`config.mk`:
```
export PLATFORM = sky130hd
export DESIGN_NAME = array_priority_queue
export DESIGN_NICKNAME = d
export VERILOG_FILES = /design/src/sv/apq_pkg.sv /design/src/sv/array_priority_queue.sv /design/src/sv/apq_cell.sv
export SDC_FILE = /design/constraint.sdc
export NUM_CORES = 1
export LEC_CHECK = 0
export BUFFER_PORTS_ARGS = -buffer_cell sky130_fd_sc_hd__buf_2
export CAP_MARGIN = 20
export CORE_MARGIN = 2
export CORE_UTILIZATION = 39
export DETAILED_ROUTE_END_ITERATION = 8
export SLEW_MARGIN = 20
export SYNTH_ARGS = -nofsm -noshare
export SYNTH_HDL_FRONTEND = slang
export SYNTH_SLANG_ARGS = --single-unit
```
`constraint.sdc`:
```
create_clock -name clk_i -period 5.95 [get_ports clk_i]
set_input_delay 1.19 -clock clk_i [delete_from_list [all_inputs] [get_ports clk_i]]
set_output_delay 1.19 -clock clk_i [all_outputs]
set_load 0.05 [all_outputs]
```
`src/sv/apq_pkg.sv`:
```
package apq_pkg;

  // widths fixed by the beat fields
  localparam int unsigned ValueW = 32;
  localparam int unsigned PrioW  = 8;
  localparam int unsigned FillW  = 5;

  // command carried in the opcode field
  typedef enum logic {
    OpInsert = 1'b0,
    OpRemove = 1'b1
  } opcode_e;

  // result status codes
  typedef enum logic [1:0] {
    StInserted  = 2'd0,
    StRemoved   = 2'd1,
    StOverflow  = 2'd2,
    StUnderflow = 2'd3
  } status_e;

  // one stored entry
  typedef struct packed {
    logic signed [ValueW-1:0] value;
    logic [PrioW-1:0]         prio;
  } entry_t;

  // per-beat control broadcast to every cell
  typedef struct packed {
    logic ins;  // place new entry at its sorted position
    logic rem;  // pop the head, everything shifts toward cell 0
  } cell_ctl_t;

endpackage

```
`src/sv/array_priority_queue.sv`:
```
// channel | handshake               | payload
// --------+-------------------------+-----------------------------------------
// in      | in_valid_i / in_stall_o | opcode_i, value_in_i, priority_in_i
// out     | out_valid_o / out_stall_i | value_out_o, status_o, fill_count_o
//
// The row of cells keeps entries sorted by priority, oldest first among
// equals, so an insert is one local compare per cell and a remove is one shift
// toward the head. One beat per cycle sustained unless the output stalls.
// The result beat is registered and shows up the cycle after the input beat.
// Reset empties the queue and drops the output valid; no clearing pass.
// A held result stalls the input only while out_stall_i is high.
module array_priority_queue #(
  parameter int unsigned QUEUE_DEPTH = 16
) (
  input  logic                               clk_i,
  input  logic                               rst_ni,
  input  logic                               in_valid_i,
  output logic                               in_stall_o,
  input  logic                               opcode_i,
  input  logic signed [apq_pkg::ValueW-1:0]  value_in_i,
  input  logic [apq_pkg::PrioW-1:0]          priority_in_i,
  output logic                               out_valid_o,
  input  logic                               out_stall_i,
  output logic signed [apq_pkg::ValueW-1:0]  value_out_o,
  output logic [1:0]                         status_o,
  output logic [apq_pkg::FillW-1:0]          fill_count_o
);
  import apq_pkg::*;

  localparam int unsigned CntW = $clog2(QUEUE_DEPTH + 1);

  logic            accept;
  logic            full;
  logic            empty;
  cell_ctl_t       ctl;
  entry_t          new_entry;
  entry_t          cell_entry [QUEUE_DEPTH];
  logic            cell_before [QUEUE_DEPTH];
  logic [CntW-1:0] count_q;
  logic [CntW-1:0] count_d;
  status_e         status_d;
  logic signed [ValueW-1:0] value_d;

  logic                     out_valid_q;
  logic signed [ValueW-1:0] value_q;
  status_e                  status_q;
  logic [FillW-1:0]         fill_q;

  // input handshake: output register frees up when empty or being taken
  assign in_stall_o = out_valid_q && out_stall_i;
  assign accept     = in_valid_i && !in_stall_o;

  assign full  = (count_q == CntW'(QUEUE_DEPTH));
  assign empty = (count_q == '0);

  assign ctl.ins = accept && (opcode_i == OpInsert) && !full;
  assign ctl.rem = accept && (opcode_i == OpRemove) && !empty;

  assign new_entry.value = value_in_i;
  assign new_entry.prio  = priority_in_i;

  // row of cells, head at index 0
  for (genvar i = 0; i < QUEUE_DEPTH; i++) begin : g_cell
    entry_t left_entry;
    entry_t right_entry;
    logic   left_before;

    if (i == 0) begin : g_head
      assign left_entry  = new_entry;
      assign left_before = 1'b0;
    end else begin : g_mid
      assign left_entry  = cell_entry[i-1];
      assign left_before = cell_before[i-1];
    end

    if (i == QUEUE_DEPTH - 1) begin : g_tail
      assign right_entry = cell_entry[i];
    end else begin : g_body
      assign right_entry = cell_entry[i+1];
    end

    apq_cell u_cell (
      .clk_i         (clk_i),
      .ctl_i         (ctl),
      .occ_i         (CntW'(i) < count_q),
      .new_i         (new_entry),
      .left_i        (left_entry),
      .left_before_i (left_before),
      .right_i       (right_entry),
      .before_o      (cell_before[i]),
      .entry_o       (cell_entry[i])
    );
  end

  // count update and result of this beat
  always_comb begin
    count_d  = count_q;
    value_d  = '0;
    status_d = StInserted;
    if (opcode_i == OpInsert) begin
      if (full) begin
        status_d = StOverflow;
      end else begin
        status_d = StInserted;
        count_d  = count_q + CntW'(1);
      end
    end else begin
      if (empty) begin
        status_d = StUnderflow;
      end else begin
        status_d = StRemoved;
        value_d  = cell_entry[0].value;
        count_d  = count_q - CntW'(1);
      end
    end
  end

  // control state
  always_ff @(posedge clk_i or negedge rst_ni) begin
    if (!rst_ni) begin
      count_q     <= '0;
      out_valid_q <= 1'b0;
    end else begin
      if (accept) begin
        count_q <= count_d;
      end
      if (accept) begin
        out_valid_q <= 1'b1;
      end else if (!out_stall_i) begin
        out_valid_q <= 1'b0;
      end
    end
  end

  // result payload
  always_ff @(posedge clk_i) begin
    if (accept) begin
      value_q  <= value_d;
      status_q <= status_d;
      fill_q   <= FillW'(count_d);
    end
  end

  assign out_valid_o  = out_valid_q;
  assign value_out_o  = value_q;
  assign status_o     = status_q;
  assign fill_count_o = fill_q;

endmodule

```
`src/sv/apq_cell.sv`:
```
module apq_cell (
  input  logic               clk_i,
  input  apq_pkg::cell_ctl_t ctl_i,
  input  logic               occ_i,
  input  apq_pkg::entry_t    new_i,
  input  apq_pkg::entry_t    left_i,
  input  logic               left_before_i,
  input  apq_pkg::entry_t    right_i,
  output logic               before_o,
  output apq_pkg::entry_t    entry_o
);
  import apq_pkg::*;

  entry_t entry_q;
  entry_t entry_d;

  // new entry lands at or ahead of this cell; ties stay behind older entries
  assign before_o = !occ_i || (new_i.prio > entry_q.prio);

  // shift left on remove, shift right or capture on insert
  always_comb begin
    entry_d = entry_q;
    if (ctl_i.rem) begin
      entry_d = right_i;
    end else if (ctl_i.ins && before_o) begin
      entry_d = left_before_i ? left_i : new_i;
    end
  end

  always_ff @(posedge clk_i) begin
    entry_q <= entry_d;
  end

  assign entry_o = entry_q;

endmodule
```
==> summary.txt <==
Vias/cell - 5.59
GRT Total Usage - 20.4%
Die Height - 312 um
Synth Cell Area - 37100 sq um
Most frequent cells in the layout - edfxtp_1 (679), nand2_1 (561), mux2i_1 (520), o21ai_0 (471), a21oi_1 (209)
Lkg Pwr - 15.7 nW
Total congestion overflow - 0
Design internal power - 12.0 mW
PostCTS Resize Cnt - 0
Period minus WS final - 4.12 ns
Worst Setup Path Type - register to register
Layout Cells excl Fill - 4660
Final Hold Viols - 0
Worst min-delay path class - primary input to async pin
YS warnings - 0
Net count, final - 3511
Area Overhead vs Synth - 12.0%
Fraction of registers with async set/reset - 0.876%
Post-CTS setup repair buffer count - 0
Pwr per Cell Area - 437 nW/um^2
Max Freq - 243 MHz
Placed wire-length estimate - 62200 um
Post-synthesis sequential area ratio - 55.4%
Clock-pin slew on the worst setup and hold paths - 0.06 ns
M1 GR Usage - 30.0%
Placer Congestion - 0.832
Detailed Route WL - 102000 um
Most common cell after layout, fill and taps aside - edfxtp_1
Worst-case reg-to-reg path depth - 6
NetSw - 6.17 mW
Die W - 312 um
Die area - 97600 sq um
DR vias - 26000
Seq pwr share - 40.4%
CP arrival - 4.39 ns
Synth area leader - edfxtp_1
Setup Skew - 0.0239 ns
Syn_nets - 3544
Req. time, crit path - 6.22 ns
Placed Cells incl. Taps - 4520
FF-to-FF setup slack - 1.83 ns
Clock Latency Late Sink - 0.63 ns
CTS Buf Count - 77
First-pass DRT Iterations - 6
Proportion of power drawn by the clock network - 27.6%
Global-route met2 utilization - 31.1%
Global-route wire length before repair - 154000 um
CP Max Fanout - 57
Gr busiest metal - met2
Largest net degree at the start of global routing - 252
Crit end category - register
Routed Antenna Nets - 0
Filler Cell Count - 8835
Comb pwr share - 32.0%
Vias in the first global route - 25000
Fin crit share - 69.2%
PortBufs - 85
Antenna violations before repair - 3
Routed WL per cell - 21.8 um
RSZ-0062 raised after global routing - no
Sw Ratio - 34.0%
Layout cell share with drive strength beyond 1 - 10.0%
Tot Pwr - 18.1 mW
CTS Hold Buffers Added - 0
CTS max path bufs - 3
Cells after Synth - 3367
Post-synth EDFFs - 679
Max_cap viols - 0
Pins Over Slew Limit - 0
Reg2reg start - count_q[4]
Synth top area share - 55.0%
Syn_area_per_cell - 11.0 sq um
Rel. slew slack - 26.5%
Post-route DRC violation count - 0
Initial Util - 39.2%
GR Util met3 - 3.23%
Std cell rows - 113
Synth Register Bits - 685
H-Tree Depth - 3
Dominant synthesized flop cell - edfxtp_1
Setup-failing EPs final - 0
I/O pins - 86
Worst setup path end - g_cell[14].u_cell.entry_o[21]
CTS Sinks - 685
Post-layout util - 43.9%
CP Launch Type - register
VDD IR max - 0.230 mV
Core Footprint - 94600 sq um
Yosys cell types - 46
CTS tree - yes
Status - completed
CP Launch Point - count_q[4]
Worst-margin pin slew - 1.10 ns
Root buf cell - clkbuf_16
Area contributors post-synth - edfxtp_1 (55%), mux2i_1 (14%), o21ai_0 (6.5%)
Reg-to-Reg End - g_cell[14].u_cell.entry_o[21]
Iter 0 DRT Violations - 2963
-- final cells by class --
cell class                 instances  area [sq um]  area share, %
multi-input combinational       2302         15200           36.5
timing repair buffer             146          1160           2.79
clock buffer                      89          2050           4.93
sequential                       685         20500           49.5
inverter                         122           458           1.10
clock inverter                    50           561           1.35
tap                             1265          1580           3.81
antenna                            1          2.50        0.00603
-- cells in the mapped netlist (10+ instances only) --
cell type / n
edfxtp_1: 679
nand2_1: 561
mux2i_1: 520
o21ai_0: 485
a21oi_1: 209
clkbuf_1: 137
nor2_1: 135
ha_1: 132
inv_1: 121
buf_2: 100
mux2_2: 42
and3_1: 33
o21ai_1: 31
nand4_1: 29
nor2b_1: 17
nand3_1: 14
o211ai_1: 14
a21o_1: 12
a211oi_1: 11
buf_4: 11
buf_6: 10
-- metrics by stage --
step	area, sq um	hold WS, ns	setup WS, ns	setup TNS, ns
2_1_floorplan	37100	0.496	-0.138	-19.66
3_3_place_gp	38900	0.500	1.38	0
3_5_place_dp	38900	0.508	1.31	0
4_1_cts	41500	0.351	1.87	0
5_1_grt	41500	0.369	1.67	0
6_report	41500	0.376	1.83	0
-- worst min-delay path by stage --
stage,from,end,slack [ns],cells past startpoint
after floorplan,g_cell[15].u_cell.entry_o[10],g_cell[14].u_cell.entry_o[10],0.50,2
after global placement,g_cell[15].u_cell.entry_o[21],g_cell[14].u_cell.entry_o[21],0.50,2
after detailed placement,g_cell[15].u_cell.entry_o[19],g_cell[14].u_cell.entry_o[19],0.51,2
after CTS,rst_ni,out_valid_o,0.35,1
after global routing,rst_ni,count_q[1],0.37,1
final,rst_ni,count_q[1],0.38,1
-- state kept, by name (all words and copies together), names as in the netlist --
register and cells:
status_o 2, count_q 5, out_valid_o 1, fill_count_o 5, value_out_o 32, g_cell.u_cell.entry_o 640
-- layer usage --
layer,part of all wire (%),vias to the layer above
met3,6.2,138
met4,2.6,0
li1,-,12200
met5,0,-
met2,44,730
met1,47,13000
-- critical path: stages, from the launching register on --
cell,delay [ns]
dfrtp_1,0.80
nor3_4,0.18
nand2_1,0.17
buf_4,0.56
and3_4,0.74
a31o_2,0.73
buf_4,0.53
-- cell families after synthesis --
kind of cell	Yosys count	share of synthesized area, %
mux	562	15.3
buf+inv	380	4.50
simple gates	813	9.09
compound gates	792	11.2
flops	685	55.4
fa+ha+maj	132	4.45
xor+xnor	3	0.0709
-- power by group through the flow --
| stage | combinational [mW] | clock (mW) | sequential, mW |
|---|---|---|---|
| 6_report | 5.81 | 5.01 | 7.33 |
| 5_1_grt | 6.29 | 5.27 | 7.43 |
| 4_1_cts | 5.79 | 5.10 | 7.32 |
| 3_5_place_dp | 5.78 | 0 | 7.41 |
| 3_3_place_gp | 5.67 | 0 | 7.41 |
| 2_1_floorplan | 4.03 | 0 | 7.30 |
Note: power is estimated with default switching activity, not from simulation.
